**src/rtl/lbsw_pkg.sv**
```systemverilog
// package for the bitmap serial writer
// holds display constants, register indexes and the job record passed front to back
`timescale 1ns / 1ps

package lbsw_pkg;

   localparam int DISPLAY_COLUMNS = 84;
   localparam int DISPLAY_BANKS   = 6;

   localparam logic [7:0] ROW_CMD = 8'h40;
   localparam logic [7:0] COL_CMD = 8'h80;

   localparam int QUEUE_DEPTH = 2;
   localparam int QPTR_W      = (QUEUE_DEPTH > 1) ? $clog2(QUEUE_DEPTH) : 1;
   localparam int QCNT_W      = $clog2(QUEUE_DEPTH + 1);

   localparam int CSR_INDEX_W = 2;
   localparam int CSR_DATA_W  = 8;

   typedef enum logic [CSR_INDEX_W-1:0] {
      CSR_START_COLUMN  = 2'd0,
      CSR_START_BANK    = 2'd1,
      CSR_WIDTH_PIXELS  = 2'd2,
      CSR_HEIGHT_PIXELS = 2'd3
   } csr_index_type;

   // one queued job: optional row/column command pair, then the pixel byte
   typedef struct packed {
      logic       header;
      logic [7:0] row_cmd;
      logic [7:0] col_cmd;
      logic [7:0] pixel;
   } job_type;

endpackage

```
**src/rtl/lbsw_front.sv**
```systemverilog
// front end: config registers, band/column counters, classifies each beat
// and builds a job for the serializer; depends on lbsw_pkg
`timescale 1ns / 1ps

module lbsw_front (
   input  logic                            clock,
   input  logic                            reset,
   input  logic                            req_valid,
   output logic                            req_ready,
   input  logic                            req_first,
   input  logic [7:0]                      req_pixel_byte,
   input  logic                            csr_valid,
   output logic                            csr_ready,
   input  logic [lbsw_pkg::CSR_INDEX_W-1:0] csr_index,
   input  logic [lbsw_pkg::CSR_DATA_W-1:0]  csr_data,
   input  logic                            queue_full,
   output logic                            push,
   output lbsw_pkg::job_type               push_job
);
   import lbsw_pkg::*;

   logic [6:0] start_column_ff;
   logic [2:0] start_bank_ff;
   logic [6:0] width_pixels_ff;
   logic [5:0] height_pixels_ff;

   logic [6:0] column_count_ff, column_count_in;
   logic [2:0] band_count_ff, band_count_in;
   logic       finished_ff, finished_in;

   logic       accept;
   logic [6:0] eff_col;
   logic [2:0] eff_band;
   logic       eff_fin;
   logic       empty_map;
   logic [3:0] bands;
   logic [2:0] row_addr;

   assign req_ready = !queue_full;
   assign csr_ready = 1'b1;
   assign accept    = req_valid && req_ready;

   always_ff @(posedge clock) begin
      if (reset) begin
         start_column_ff  <= '0;
         start_bank_ff    <= '0;
         width_pixels_ff  <= 7'(DISPLAY_COLUMNS);
         height_pixels_ff <= 6'(8 * DISPLAY_BANKS);
      end else if (csr_valid && csr_ready) begin
         unique case (csr_index_type'(csr_index))
            CSR_START_COLUMN:  start_column_ff  <= csr_data[6:0];
            CSR_START_BANK:    start_bank_ff    <= csr_data[2:0];
            CSR_WIDTH_PIXELS:  width_pixels_ff  <= csr_data[6:0];
            CSR_HEIGHT_PIXELS: height_pixels_ff <= csr_data[5:0];
            default: ;
         endcase
      end
   end

   always_comb begin
      eff_col   = req_first ? '0 : column_count_ff;
      eff_band  = req_first ? '0 : band_count_ff;
      eff_fin   = req_first ? 1'b0 : finished_ff;
      empty_map = (width_pixels_ff == '0) || (height_pixels_ff == '0);
      // bands = ceil(height / 8), 0..8, 0 only for an empty bitmap
      bands     = 4'(({1'b0, height_pixels_ff} + 7'd7) >> 3);
      row_addr  = start_bank_ff + eff_band;

      push              = accept && !eff_fin && !empty_map;
      push_job.header   = (eff_col == '0);
      push_job.row_cmd  = ROW_CMD | {5'b0, row_addr};
      push_job.col_cmd  = COL_CMD | {1'b0, start_column_ff};
      push_job.pixel    = req_pixel_byte;

      column_count_in = column_count_ff;
      band_count_in   = band_count_ff;
      finished_in     = finished_ff;
      if (accept) begin
         column_count_in = eff_col;
         band_count_in   = eff_band;
         finished_in     = eff_fin;
         if (!eff_fin) begin
            if (empty_map) begin
               finished_in = 1'b1;
            end else if ({1'b0, eff_col} + 8'd1 >= {1'b0, width_pixels_ff}) begin
               column_count_in = '0;
               if ({1'b0, eff_band} + 4'd1 >= bands) begin
                  finished_in   = 1'b1;
                  band_count_in = '0;
               end else begin
                  band_count_in = eff_band + 3'd1;
               end
            end else begin
               column_count_in = eff_col + 7'd1;
            end
         end
      end
   end

   always_ff @(posedge clock) begin
      if (reset) begin
         column_count_ff <= '0;
         band_count_ff   <= '0;
         finished_ff     <= 1'b1;
      end else begin
         column_count_ff <= column_count_in;
         band_count_ff   <= band_count_in;
         finished_ff     <= finished_in;
      end
   end

endmodule

```
**src/rtl/lbsw_queue.sv**
```systemverilog
// short job queue between front end and serializer
// depends on lbsw_pkg for the job record and depth
`timescale 1ns / 1ps

module lbsw_queue (
   input  logic              clock,
   input  logic              reset,
   input  logic              push,
   input  lbsw_pkg::job_type push_job,
   input  logic              pop,
   output lbsw_pkg::job_type head_job,
   output logic              not_empty,
   output logic              full
);
   import lbsw_pkg::*;

   job_type entry_ff [QUEUE_DEPTH];

   logic [QPTR_W-1:0] wr_ptr_ff, wr_ptr_in;
   logic [QPTR_W-1:0] rd_ptr_ff, rd_ptr_in;
   logic [QCNT_W-1:0] count_ff, count_in;

   assign not_empty = (count_ff != '0);
   assign full      = (count_ff == QCNT_W'(QUEUE_DEPTH));
   assign head_job  = entry_ff[rd_ptr_ff];

   always_comb begin
      wr_ptr_in = wr_ptr_ff;
      rd_ptr_in = rd_ptr_ff;
      count_in  = count_ff;
      if (push) begin
         wr_ptr_in = (wr_ptr_ff == QPTR_W'(QUEUE_DEPTH - 1)) ? '0 : wr_ptr_ff + 1'b1;
      end
      if (pop) begin
         rd_ptr_in = (rd_ptr_ff == QPTR_W'(QUEUE_DEPTH - 1)) ? '0 : rd_ptr_ff + 1'b1;
      end
      if (push && !pop) begin
         count_in = count_ff + 1'b1;
      end else if (pop && !push) begin
         count_in = count_ff - 1'b1;
      end
   end

   always_ff @(posedge clock) begin
      if (push) begin
         entry_ff[wr_ptr_ff] <= push_job;
      end
   end

   always_ff @(posedge clock) begin
      if (reset) begin
         wr_ptr_ff <= '0;
         rd_ptr_ff <= '0;
         count_ff  <= '0;
      end else begin
         wr_ptr_ff <= wr_ptr_in;
         rd_ptr_ff <= rd_ptr_in;
         count_ff  <= count_in;
      end
   end

endmodule

```
**src/rtl/lbsw_back.sv**
```systemverilog
// serializer: shifts queued jobs out one bit per beat, MSB first,
// into an output register; depends on lbsw_pkg
`timescale 1ns / 1ps

module lbsw_back (
   input  logic              clock,
   input  logic              reset,
   input  lbsw_pkg::job_type head_job,
   input  logic              queue_not_empty,
   output logic              pop,
   output logic              rsp_valid,
   input  logic              rsp_ready,
   output logic              rsp_serial_bit,
   output logic              rsp_data_mode,
   output logic              rsp_byte_end,
   output logic              rsp_last
);
   import lbsw_pkg::*;

   logic        busy_ff, busy_in;
   logic [23:0] word_ff, word_in;
   logic [2:0]  bit_cnt_ff, bit_cnt_in;
   logic [1:0]  bytes_left_ff, bytes_left_in;

   logic rsp_valid_ff, rsp_valid_in;
   logic serial_ff, serial_in;
   logic mode_ff, mode_in;
   logic end_ff, end_in;
   logic last_ff, last_in;

   logic out_free;
   logic step;
   logic job_done;

   assign out_free = !rsp_valid_ff || rsp_ready;
   assign step     = busy_ff && out_free;
   assign job_done = step && (bit_cnt_ff == 3'd7) && (bytes_left_ff == '0);
   // next job is loaded in the cycle the current one emits its final bit
   assign pop      = queue_not_empty && (!busy_ff || job_done);

   always_comb begin
      busy_in       = busy_ff;
      word_in       = word_ff;
      bit_cnt_in    = bit_cnt_ff;
      bytes_left_in = bytes_left_ff;
      rsp_valid_in  = rsp_valid_ff && !rsp_ready;
      serial_in     = serial_ff;
      mode_in       = mode_ff;
      end_in        = end_ff;
      last_in       = last_ff;

      if (step) begin
         rsp_valid_in = 1'b1;
         serial_in    = word_ff[23];
         // pixel byte is always the final one of a job
         mode_in      = (bytes_left_ff == '0);
         end_in       = (bit_cnt_ff == 3'd7);
         last_in      = job_done;
         word_in      = {word_ff[22:0], 1'b0};
         bit_cnt_in   = bit_cnt_ff + 3'd1;
         if (bit_cnt_ff == 3'd7) begin
            if (bytes_left_ff == '0) begin
               busy_in = 1'b0;
            end else begin
               bytes_left_in = bytes_left_ff - 2'd1;
            end
         end
      end

      if (pop) begin
         busy_in       = 1'b1;
         bit_cnt_in    = '0;
         if (head_job.header) begin
            word_in       = {head_job.row_cmd, head_job.col_cmd, head_job.pixel};
            bytes_left_in = 2'd2;
         end else begin
            word_in       = {head_job.pixel, 16'h0000};
            bytes_left_in = 2'd0;
         end
      end
   end

   always_ff @(posedge clock) begin
      word_ff       <= word_in;
      bit_cnt_ff    <= bit_cnt_in;
      bytes_left_ff <= bytes_left_in;
      serial_ff     <= serial_in;
      mode_ff       <= mode_in;
      end_ff        <= end_in;
      last_ff       <= last_in;
   end

   always_ff @(posedge clock) begin
      if (reset) begin
         busy_ff      <= 1'b0;
         rsp_valid_ff <= 1'b0;
      end else begin
         busy_ff      <= busy_in;
         rsp_valid_ff <= rsp_valid_in;
      end
   end

   assign rsp_valid      = rsp_valid_ff;
   assign rsp_serial_bit = serial_ff;
   assign rsp_data_mode  = mode_ff;
   assign rsp_byte_end   = end_ff;
   assign rsp_last       = last_ff;

endmodule

```
**src/rtl/lcd_bitmap_serial_writer_top.sv**
```systemverilog
// top level of the bitmap serial writer: front end, job queue, serializer
// depends on lbsw_pkg, lbsw_front, lbsw_queue, lbsw_back
//
//   channel  direction  signals
//   req      in         req_valid/req_ready, req_first, req_pixel_byte
//   rsp      out        rsp_valid/rsp_ready, rsp_serial_bit, rsp_data_mode,
//                       rsp_byte_end, rsp_last
//   csr      in         csr_valid/csr_ready, csr_index, csr_data
//
// one bit leaves per clock while the serializer is busy and rsp_ready holds;
// a beat sends a pixel byte, led by two command bytes at a band start
// a two-entry job queue lets the front keep accepting while the serializer works
// the first result passes the queue entry, shift word and output register
// reset clears counters, queue, rsp_valid; registers return to full-screen values
`timescale 1ns / 1ps

module lcd_bitmap_serial_writer_top (
   input  logic                            clock,
   input  logic                            reset,
   input  logic                            req_valid,
   output logic                            req_ready,
   input  logic                            req_first,
   input  logic [7:0]                      req_pixel_byte,
   output logic                            rsp_valid,
   input  logic                            rsp_ready,
   output logic                            rsp_serial_bit,
   output logic                            rsp_data_mode,
   output logic                            rsp_byte_end,
   output logic                            rsp_last,
   input  logic                            csr_valid,
   output logic                            csr_ready,
   input  logic [lbsw_pkg::CSR_INDEX_W-1:0] csr_index,
   input  logic [lbsw_pkg::CSR_DATA_W-1:0]  csr_data
);
   import lbsw_pkg::*;

   logic    push;
   job_type push_job;
   logic    pop;
   job_type head_job;
   logic    q_not_empty;
   logic    q_full;

   lbsw_front u_front (
      .clock          (clock),
      .reset          (reset),
      .req_valid      (req_valid),
      .req_ready      (req_ready),
      .req_first      (req_first),
      .req_pixel_byte (req_pixel_byte),
      .csr_valid      (csr_valid),
      .csr_ready      (csr_ready),
      .csr_index      (csr_index),
      .csr_data       (csr_data),
      .queue_full     (q_full),
      .push           (push),
      .push_job       (push_job)
   );

   lbsw_queue u_queue (
      .clock     (clock),
      .reset     (reset),
      .push      (push),
      .push_job  (push_job),
      .pop       (pop),
      .head_job  (head_job),
      .not_empty (q_not_empty),
      .full      (q_full)
   );

   lbsw_back u_back (
      .clock           (clock),
      .reset           (reset),
      .head_job        (head_job),
      .queue_not_empty (q_not_empty),
      .pop             (pop),
      .rsp_valid       (rsp_valid),
      .rsp_ready       (rsp_ready),
      .rsp_serial_bit  (rsp_serial_bit),
      .rsp_data_mode   (rsp_data_mode),
      .rsp_byte_end    (rsp_byte_end),
      .rsp_last        (rsp_last)
   );

endmodule

```
**config.mk**
```make
export PLATFORM = sky130hd
export DESIGN_NAME = lcd_bitmap_serial_writer_top
export DESIGN_NICKNAME = d
export VERILOG_FILES = /design/src/rtl/lbsw_pkg.sv /design/src/rtl/lbsw_front.sv /design/src/rtl/lbsw_queue.sv /design/src/rtl/lbsw_back.sv /design/src/rtl/lcd_bitmap_serial_writer_top.sv
export SDC_FILE = /design/constraint.sdc
export NUM_CORES = 1
export LEC_CHECK = 0
export BUFFER_PORTS_ARGS = -buffer_cell sky130_fd_sc_hd__buf_2
export CORE_MARGIN = 2
export CORE_UTILIZATION = 55
export DETAILED_ROUTE_END_ITERATION = 7
export GPL_TIMING_DRIVEN = 0
export PLACE_DENSITY = 0.76
export SETUP_SLACK_MARGIN = 0.15
export SKIP_CTS_REPAIR_TIMING = 1
export SLEW_MARGIN = 20
export SYNTH_ARGS = -nofsm -noshare
export SYNTH_HDL_FRONTEND = slang
export SYNTH_HIERARCHICAL = 1
export SYNTH_SLANG_ARGS = --single-unit
```
**constraint.sdc**
```tcl
create_clock -name clock -period 2.9 [get_ports clock]
set_input_delay 0 -clock clock [delete_from_list [all_inputs] [get_ports clock]]
set_output_delay 0 -clock clock [all_outputs]
set_load 0.01 [all_outputs]
```
==> reports/qor.yml <==
status: "complete, but fails checks"
failed_checks: "hold timing"
syn_to_final_growth_pct: 22.2
initial_utilization: 0.560
routed-via-count: 3790
power_leakage_nw: 2.79
start_kind: "flop"
post_drt_wl_per_cell_um: 16.2
rsz0062_at_grt: "true"
setup_viol: 0
peakVddDrop_v: 0.000432
nets: 584
grt_max_degree: 26
grtUsageTotal: 0.201
die_area_um2: 11200
critical_path_arrival_ps: 3140
cts_buffer_depth: 2
diodes: 0
synth_cells: 465
skew_ps: 8.38
yosysWarningCount: 6
h-tree-depth: 4
yosysSeqAreaShare: 0.575
cts-root-buf: "clkbuf_8"
holdWs_ps: -20.0
fp.dieW_um: 106
wirelength_um: 11200
rows: 37
p_per_area_nw_per_um2: 882
ys_async_sr_fraction: 0
io_buffers: 20
clk_pin_slew_ps: 60
synth_cell_types: 58
max_clock_freq_mhz: 374
cts_buffers: 17
firstDrtPassIters: 5
synth_edf_count: 80
hp-class: "in2reg"
synth.top_cell.area_share: 0.421
maxCapViolCount: 0
clk-insertion-delay-late_ps: 520
finish.instance_area_um2: 6980
antenna_found_initial: 0
pin_count: 31
tns_ps: 0
design.core.area_um2: 10200
power.share.clock: 0.332
seq_power_share: 0.416
chipHeight_um: 106
avgSynthCellArea_um2: 12.3
tightest_slew_ps: 603
grt_pass1_vias: 3695
hold_violations: 2
p_int_w: 0.00433
synth_flop_cell: "edfxtp_1"
hpwl_um: 6990
placed_area_um2: 6010
p_comb_frac: 0.253
synth.largest_area_cell: "edfxtp_1"
swShare: 0.296
total_power_w: 0.00615
drt_iter0_markers: 174
period_share: 0.922
drtAntennaViolNets: 0
final_layout_size_suffix_gt1_frac: 0.266
cts.sinks: 124
drcViolationCount: 0
crit_fanout: 6
endpoint_kind: "flop"
p_sw_w: 0.00182
min_period_ps: 2670
critPathKind: "reg2reg"
grt_pass1_wl_um: 17200
synth.area.top_cells: "edfxtp_1, dfxtp_1, mux2_2, mux2i_1, ha_1"
max_slew_margin: 0.598
grt-ovfl-total: 0
via_per_inst: 5.50
finalMaxSlewViolations: 0
ys_ff_latch: 124
required_ps: 3360
synth_area_um2: 5710
place_congestion: 0.827
cts_tree: "built"
worst max-delay path, stage by stage (launching register included):
cell and delay [ps]:
dfxtp_2 350, and2b_2 190, ha_4 170, nand3_2 120, nor2_4 130, xnor2_2 120, nor2_1 80, ha_1 340
a21oi_2 170, o21ai_2 80, or2_0 220, clkbuf_4 180, nor3_4 270, a22o_1 190
sequential cells by signal (all words and copies together) (netlist names), 2 cells and up, named ones only:
name,count
u_back/word_ff,24
u_front/start_column_ff,7
u_queue/entry_ff,50
u_front/band_count_ff,3
u_front/column_count_ff,7
u_front/width_pixels_ff,7
u_front/height_pixels_ff,6
u_back/bytes_left_ff,2
u_front/start_bank_ff,3
u_queue/count_ff,2
u_back/bit_cnt_ff,3
power groups by stage:
stage	sequential [W]	clock, W	combinational (W)
after global placement	0.00256	0	0.00142
after detailed placement	0.00258	0	0.00147
after floorplan	0.00255	0	0.00112
after global routing	0.00259	0.00215	0.00169
after CTS	0.00255	0.00208	0.00149
final	0.00256	0.00204	0.00155
layout make-up:
cell class / instances / area, um^2
Buffer: 35 / 236
Clock buffer: 17 / 414
Clock inverter: 15 / 164
Timing Repair Buffer: 50 / 393
Fill cell: 724 / 3210
Multi-Input combinational cell: 287 / 2220
Tap cell: 136 / 170
Sequential cell: 124 / 3290
Inverter: 25 / 93.8
metal layers:
metal  vias up  global-route usage  share of wire
met2        84               0.347           0.51
li1       1828                   -              -
met3        23              0.0557          0.043
met1      1855               0.233           0.42
met5         -                   0              0
met4         0              0.0902          0.025
synth_stat cells (4+ instances only):
library cell,n
mux2i_1,25
ha_1,19
nor2_1,43
a31oi_1,4
buf_2,6
a32o_1,14
nand4_1,5
xnor2_1,9
mux2_2,25
nand2_1,26
buf_4,21
nand3_1,6
and3_1,5
inv_1,24
a21oi_1,25
nand3b_1,4
clkbuf_1,5
nor2b_1,4
edfxtp_1,80
a22o_1,6
xor2_1,7
dfxtp_1,44
o21ai_0,7
path summary, 6_finish.rpt:
kind / startpoint / depth (start not counted) / slack, ps / end
setup / recovery: u_front/column_count_ff[1] / 13 / 230 / u_front/column_count_ff[5]
hold / removal: req_valid / 4 / -20 / u_front/finished_ff
setup reg to reg: u_front/column_count_ff[1] / 13 / 230 / u_front/column_count_ff[5]
hold reg to reg: u_back/word_ff[23] / 0 / 420 / u_back/rsp_serial_bit
kinds of logic after synthesis:
| kind of cell | count (synthesis) | share of synthesized area |
|---|---|---|
| AO/OA/AOI/OAI | 73 | 0.0973 |
| XOR/XNOR | 16 | 0.0246 |
| adder cells (fa/ha/maj) | 20 | 0.0452 |
| buffers and inverters | 60 | 0.0572 |
| flip-flops | 124 | 0.575 |
| multiplexers | 50 | 0.0932 |
| other | 2 | 0.00132 |
| AND/OR/NAND/NOR | 120 | 0.106 |
placed cells by master, fill, tap and decap left out, types with 5 or more instances in the layout:
cell type	n
inv_1	23
nor2_1	40
a22o_1	6
nand3_1	5
and3_1	5
buf_4	24
edfxtp_1	80
ha_1	18
dlygate4sd3_1	27
o21ai_0	6
nand4_1	5
clkbuf_16	16
xor2_1	7
xnor2_1	8
buf_2	26
dfxtp_1	41
mux2_2	25
a32o_1	14
a21oi_1	24
mux2i_1	25
conb_1	7
nand2_1	26
metrics by stage:
step	setup WS (ps)	hold WS [ps]	utilization	std cells
6_report	226	-20.0	0.685	689
5_1_grt	97.6	13.6	0.685	689
4_1_cts	-34.2	-356	0.646	658
3_5_place_dp	-13.2	189	0.590	626
3_3_place_gp	-253	186	0.589	626
2_1_floorplan	351	69.1	-	470
(Power assumes the default switching activity.)
